`src/sv/lbh_pkg.sv`:
```
// Shared types, constants and helper functions for the letter bigram histogram.
// No dependencies; imported by lbh_ctrl, lbh_datapath and letter_bigram_histogram.
`default_nettype none

package lbh_pkg;

   // table geometry
   localparam int SYMBOLS         = 28;
   localparam int CELLS           = SYMBOLS * SYMBOLS;
   localparam int CELL_ADDR_BITS  = $clog2(CELLS);
   localparam int SYM_BITS        = 5;
   localparam int DEFAULT_COUNT_BITS = 32;
   localparam int OUT_BITS        = 32;

   // symbol codes
   localparam logic [SYM_BITS-1:0] SYM_BOS   = 5'd26;
   localparam logic [SYM_BITS-1:0] SYM_EOS   = 5'd27;
   localparam logic [SYM_BITS-1:0] NO_LETTER = 5'd26;
   localparam logic [SYM_BITS-1:0] SYM_LAST  = 5'd27;

   // byte codes
   localparam logic [7:0] CHAR_LF      = 8'h0A;
   localparam logic [7:0] CHAR_CR      = 8'h0D;
   localparam logic [7:0] CHAR_UPPER_A = 8'h41;
   localparam logic [7:0] CHAR_UPPER_Z = 8'h5A;
   localparam logic [7:0] CHAR_LOWER_A = 8'h61;
   localparam logic [7:0] CHAR_LOWER_Z = 8'h7A;

   // request kinds
   typedef enum logic [1:0] {
      ACT_FEED = 2'd0,
      ACT_END  = 2'd1,
      ACT_READ = 2'd2,
      ACT_NONE = 2'd3
   } action_type;

   // controller -> datapath
   typedef struct packed {
      logic accept;     // request taken this cycle
      logic clear_wr;   // write zero at the clear counter
      logic bump_wr;    // write incremented count back
      logic load_rsp;   // capture read data into the response register
   } ctrl_cmd_type;

   // datapath -> controller
   typedef struct packed {
      logic clear_last; // clear counter on the last cell
      logic bump_en;    // the offered request increments a cell
      logic is_read;    // the offered request is a table read
   } ctrl_sts_type;

   // case-folded letter index 0-25, else NO_LETTER
   function automatic logic [SYM_BITS-1:0] letter_of(input logic [7:0] b);
      logic [7:0] d;
      d = 8'd0;
      if (b >= CHAR_UPPER_A && b <= CHAR_UPPER_Z) begin
         d = b - CHAR_UPPER_A;
         letter_of = d[SYM_BITS-1:0];
      end else if (b >= CHAR_LOWER_A && b <= CHAR_LOWER_Z) begin
         d = b - CHAR_LOWER_A;
         letter_of = d[SYM_BITS-1:0];
      end else begin
         letter_of = NO_LETTER;
      end
   endfunction

   // row-major cell address, row * 28 + col
   function automatic logic [CELL_ADDR_BITS-1:0] cell_addr(
      input logic [SYM_BITS-1:0] row,
      input logic [SYM_BITS-1:0] col
   );
      logic [CELL_ADDR_BITS-1:0] r;
      r = CELL_ADDR_BITS'(row);
      cell_addr = (r << 4) + (r << 3) + (r << 2) + CELL_ADDR_BITS'(col);
   endfunction

endpackage

`default_nettype wire

```
`src/sv/lbh_ctrl.sv`:
```
// Controller state machine: clear pass, request intake, count update, read reply.
// Depends on lbh_pkg.
`default_nettype none

module lbh_ctrl
   import lbh_pkg::*;
(
   input  wire logic         clock,
   input  wire logic         reset,
   input  wire logic         req_tvalid,
   output logic              req_tready,
   output logic              rsp_tvalid,
   input  wire logic         rsp_tready,
   input  wire ctrl_sts_type sts,
   output ctrl_cmd_type      cmd
);

   typedef enum logic [3:0] {
      ST_CLEAR = 4'b0001,
      ST_IDLE  = 4'b0010,
      ST_BUMP  = 4'b0100,
      ST_READ  = 4'b1000
   } state_type;

   state_type state_ff, state_in;
   logic      rsp_valid_ff, rsp_valid_in;
   logic      accept;
   logic      rsp_free;

   assign req_tready = (state_ff == ST_IDLE);
   assign accept     = req_tvalid && req_tready;
   // response register empties the same cycle it is taken
   assign rsp_free   = !rsp_valid_ff || rsp_tready;

   // commands
   always_comb begin
      cmd.accept   = accept;
      cmd.clear_wr = (state_ff == ST_CLEAR);
      cmd.bump_wr  = (state_ff == ST_BUMP);
      cmd.load_rsp = (state_ff == ST_READ) && rsp_free;
   end

   // next state
   always_comb begin
      state_in = state_ff;
      unique case (state_ff)
         ST_CLEAR: begin
            if (sts.clear_last) state_in = ST_IDLE;
         end
         ST_IDLE: begin
            if (accept) begin
               if (sts.bump_en)      state_in = ST_BUMP;
               else if (sts.is_read) state_in = ST_READ;
            end
         end
         ST_BUMP: state_in = ST_IDLE;
         ST_READ: begin
            if (rsp_free) state_in = ST_IDLE;
         end
         default: state_in = ST_CLEAR;
      endcase
   end

   // response valid flag
   always_comb begin
      rsp_valid_in = rsp_valid_ff;
      if (cmd.load_rsp)    rsp_valid_in = 1'b1;
      else if (rsp_tready) rsp_valid_in = 1'b0;
   end

   always_ff @(posedge clock) begin
      if (reset) begin
         state_ff     <= ST_CLEAR;
         rsp_valid_ff <= 1'b0;
      end else begin
         state_ff     <= state_in;
         rsp_valid_ff <= rsp_valid_in;
      end
   end

   assign rsp_tvalid = rsp_valid_ff;

endmodule

`default_nettype wire

```
`config.mk`:
```
export PLATFORM = sky130hd
export DESIGN_NAME = lbh_ctrl
export DESIGN_NICKNAME = d
export VERILOG_FILES = /design/src/sv/lbh_pkg.sv /design/src/sv/lbh_ctrl.sv
export SDC_FILE = /design/constraint.sdc
export NUM_CORES = 1
export LEC_CHECK = 0
export BUFFER_PORTS_ARGS = -buffer_cell sky130_fd_sc_hd__buf_2
export CAP_MARGIN = 15
export CORE_AREA = 2 2 39 41
export CTS_CLUSTER_DIAMETER = 30
export CTS_CLUSTER_SIZE = 30
export DETAILED_ROUTE_END_ITERATION = 16
export DIE_AREA = 0 0 41 43
export PLACE_DENSITY = 0.45
export RECOVER_POWER = 25
export SETUP_SLACK_MARGIN = 0.05
export SYNTH_ARGS = -nofsm -noshare
export SYNTH_HDL_FRONTEND = slang
export SYNTH_SLANG_ARGS = --single-unit
```
`constraint.sdc`:
```
create_clock -name clock -period 1.7 [get_ports clock]
set_clock_uncertainty 0.1 [all_clocks]
set_input_delay 0 -clock clock [delete_from_list [all_inputs] [get_ports clock]]
set_output_delay 0 -clock clock [all_outputs]
set_load 0.005 [all_outputs]
```
; Yosys cells after proc, flatten, opt, wreduce, memory -nomap -nowiden
; Index checks and enable logic that the tools add are counted.
[totals]
reg_bits = 5
latch_bits = 0
ram_bits = 0
mem_bits_ro = 0
out_inout_bits = 6
n_memories = 0
[op_classes]
addsub = 0
mul = 0
div_mod_pow = 0
magnitude_cmp = 0
eq_ne = 8
shifts = 0
n_mux = 8
bitwise_logic = 0
n_reduce_logical = 6
[op_table]
columns = operator, n
row1 = 2-to-1 mux 4 bit, 5
row2 = case mux 4 bit (4 select lines), 1
row3 = equality test 4 x 1 -> 1 bit (second input constant), 1
row4 = equality test 4 x 2 -> 1 bit (second input constant), 1
row5 = equality test 4 x 3 -> 1 bit (second input constant), 1
row6 = equality test 4 bit (second input constant), 1
row7 = != test 2 bit (second input constant), 2
row8 = AND reduction 4 bit, 1
row9 = != test 3 x 1 -> 1 bit (second input constant), 1
row10 = logical AND 1 bit, 2
row11 = 2-to-1 mux 1 bit, 2
row12 = != test 2 x 1 -> 1 bit (second input constant), 1
row13 = nonzero test 2 bit, 1
row14 = zero test 1 bit, 1
row15 = logical OR 1 bit, 1

; Depth between registers and ports, before layout
[logic_depth]
word_depth = 4
ltp_mapped = 5
mapped_depth_nobuf = 4

; Least setup slack after synthesis
; OpenSTA, ideal clock, no wires.
[synth_timing]
path_type = register to register
start = reg state_ff[0]
end = reg state_ff[3]
arrival_ns = 1.331
path_slack_ns = 0.155
stages_incl_launch_ff = 6
path_buffers = 1
synth_period_minus_slack_ns = 1.545
cell_sequence = dfxtp_1 > buf_4 > or4b_4 > o2bb2ai_2 > o31a_2 > nor3_2
[synth_via]
elab_chain_cells = 4
word_cells_on_any_way = 11
cone_classes = eq/ne: 8 / mux: 1 / reduce/logical: 2
[synth_lines]
columns = item, line
row1 = "start, declared", lbh_ctrl.sv:25  ; state_type state_ff, state_in;
row2 = "start signal, assigned", lbh_ctrl.sv:76  ; state_ff <= state_in;
row3 = equality test 4 x 2 -> 1 bit, "lbh_ctrl.sv:30, lbh_ctrl.sv:46"
row4 = logical AND 1 bit, lbh_ctrl.sv:31  ; assign accept = req_tvalid && req_tready;
row5 = != test 2 x 1 -> 1 bit (no line), n/a
row6 = AND reduction 4 bit (no line), n/a
; Parallel ways exist; a longest one is shown, timed or not.
; A chain may end at the register's enable or synchronous reset.

==> results.tsv <==
stage	metric	value	unit
outcome	outcome	completed	
setup_path	CP Class	register to output port	
place	number of port buffers	12	
setup_path	critical path's slowest cell	or4b_1	
setup_path	cells along the critical path	or4b_1 > and2b_2 > buf_2	
yosys	largest area contributor in the synthesized netlist	dfxtp_1	
yosys	synth top area cells	dfxtp_1 (28%), nor4b_4 (6.7%), buf_4 (6.4%), and2b_2 (5.0%), o21ai_0 (4.3%)	
finish	Util after Layout	35.1	%
finish	Layout area overhead	37.6	%
pwr	Leakage	0.225	nW
route	routed wire length	809	um
sta	final hold vios	0	
route	drt first-iter violations	4	
yosys	Post-Syn Area	353	um^2
place	placed cell count	66	
global_routing	remaining global-route overflow	0	
route	Wirelength per Cell	11.1	um
route	post-route ant nets	0	
global_routing	vias in the first global route	304	
route	wl on met1	366	um
floorplanning	DIE HEIGHT	43	um
pwr	final total power	412	uW
cts	CTS tree	yes	
setup_path	worst setup path endpoint	cmd[0]	
cts	setup bufs post-CTS	0	
floorplanning	Die Wd	41	um
cts	# H-tree levels	1	
setup_path	CP arrival	1460	ps
route	vias per inst	4.53	
global_routing	All-Layer GR Usage	11.3	%
cts	CTS resizes	0	
setup_path	crit-path max cell delay	580	ps
floorplanning	Top-Level Pins	13	
yosys	post-synth cell types	25	
cts	CTS clk-pin slew, worst paths	50	ps
yosys	Seq/Total Area, Yosys	28.4	%
sta	Peak Freq	642	MHz
sta	Slew Limit Fails	0	
finish	Nets	65	
pwr	worst vdd ir	0.339	mV
yosys	syn_area_per_cell	9.29	um^2
finish	# diodes	0	
global_routing	first-pass GRT wire length	1.29	mm
finish	commonest cells after routing, fill and taps aside	buf_2 (12), dfxtp_1 (5)	
cts	CTS root buffer	clkbuf_4	
setup_path	critical path startpoint category	register	
setup_path	R2R cell count	4	
cts	Clock Sink Count	5	
sta	Final setup viols	0	
sta	share of the clock period used by the worst path	91.6	%
yosys	top-area cell type share of the netlist area	28.4	%
sta	Period minus WS final	1560	ps
yosys	Warnings, synthesis	0	
setup_path	critical path peak fanout	3	
floorplanning	Initial Utilization	25.5	%
cts	clock latency on the worst-skew pair	250	ps
setup_path	crit path from	state_ff[2]$_SDFFE_PP0P_	
route	metal3 WL	45	um
job	Max-Cap Viols	0	
sta	Slew @ Worst Pin	462	ps
setup_path	Critical R2R Capture	state_ff[3]$_SDFFE_PP0P_	
route	routed length on met2	378	um
cts	TritonCTS buffer count	3	
cts	Max clock buf depth	2	
setup_path	Worst R2R Setup Slack	180	ps
setup_path	crit path capture type	output port	
place	Placer Congestion	0.600	
route	Initial DRT Pass Iterations	2	
yosys	net count after synthesis	45	
floorplanning	# rows	14	
route	vias after detailed routing	331	
setup_path	Worst R2R Start	state_ff[2]$_SDFFE_PP0P_	
floorplanning	Die ar.	0.00176	mm^2
cts	hold-fix buffer count after cts	3	
global_routing	largest net degree at the start of global routing	8	
global_routing	initial antenna violation count	0	
sta	Max transition margin	68.8	%
setup_path	WP buf/inv	1	
yosys	synthesized instance count	38	
sta	setup TNS	0	ps
yosys	#FFs+latches synth	5	
finish	final non-filler cell total	73	
worst_hold_path	Min-Delay Path Class	input port to register	
setup_path	critical path depth in cells	3	
sta	unrepaired setup endpoints after global routing	false	
floorplanning	CORE AREA	0.00138	mm^2
route	DR top layer	met4	
pwr	PwrDens	849	mW/mm^2
route	# DRC	0	
worst_hold_path	hold path depth	4	
setup_path	CP delay by family, top	simple AND/OR/NAND/NOR gates	
finish	share of layout cells above drive strength 1	43.9	%
setup_path	Req. time, crit path	1600	ps
finish	commonest non-fill, non-tap cell in the layout	buf_2	
==> worst min-delay path by stage <==
stage               startpoint                        to  slack, ps
finish                  sts[0]  state_ff[3]$_SDFFE_PP0P_         20
global route            sts[0]  state_ff[3]$_SDFFE_PP0P_         30
CTS                     sts[0]  state_ff[3]$_SDFFE_PP0P_         10
detailed placement       reset  state_ff[3]$_SDFFE_PP0P_        150
global placement         reset  state_ff[3]$_SDFFE_PP0P_        140
floorplan                reset  state_ff[3]$_SDFFE_PP0P_        -30
==> sequential cells by signal, summed over array words and instances (netlist names) <==
| register | count |
|---|---|
| rsp_tvalid | 1 |
| state_ff | 4 |
==> metrics by stage <==
| step | hold slack, ps | setup slack (ps) | area [um^2] |
|---|---|---|---|
| 3_3_place_gp | 141 | 217 | 433 |
| 3_5_place_dp | 147 | 212 | 433 |
| 6_report | 19.6 | 143 | 485 |
| 2_1_floorplan | -31.8 | 155 | 353 |
| 4_1_cts | 13.2 | 167 | 489 |
| 5_1_grt | 29.9 | 80.9 | 485 |
==> logic make-up (layout without fill, tap and decap cells) <==
logic type	count (synthesis)	count (layout)	synth area share, %
xor+xnor	1	1	2.48
buf+inv	6	25	9.57
simple gates	16	16	37.2
compound gates	10	10	22.3
flops	5	5	28.4
==> synth_stat cells, drive strengths merged <==
cell and count:
or4b 1, nand3b 1, and2b 2, xor2 1, o31a 1, and3 1
nor4b 2, nand2b 2, and2 1, dfxtp 5, o21ai 3, and3b 1
nor3 2, o21bai 1, a21oi 2, a311oi 1, a2bb2oi 1, nand2 1
buf 3, inv 3, nor2 2, o2bb2ai 1
==> final cells by class <==
type,instances,area (um^2)
Fill cell,154,898
Multi-Input combinational cell,27,215
Timing Repair Buffer,18,113
Sequential cell,5,100
Clock buffer,4,26.3
Tap cell,16,20.0
Inverter,3,11.3
==> worst min-delay path, cell delays in order <==
cell and delay [ps]:
buf_2 110, inv_1 50, o31a_2 140, nor3_2 30
==> power breakdown <==
group | internal (mW) | total [mW] | switching (mW)
clock network | 0.0889 | 0.140 | 0.0514
registers | 0.130 | 0.142 | 0.0124
logic | 0.0723 | 0.130 | 0.0575
==> routing by layer <==
layer / global-route usage, % / vias up
met5: 0 / -
met2: 16.3 / 12
met4: 8.00 / 0
met1: 12.9 / 141
met3: 4.71 / 4
li1: - / 174
Power figures use the tool's default switching activity.
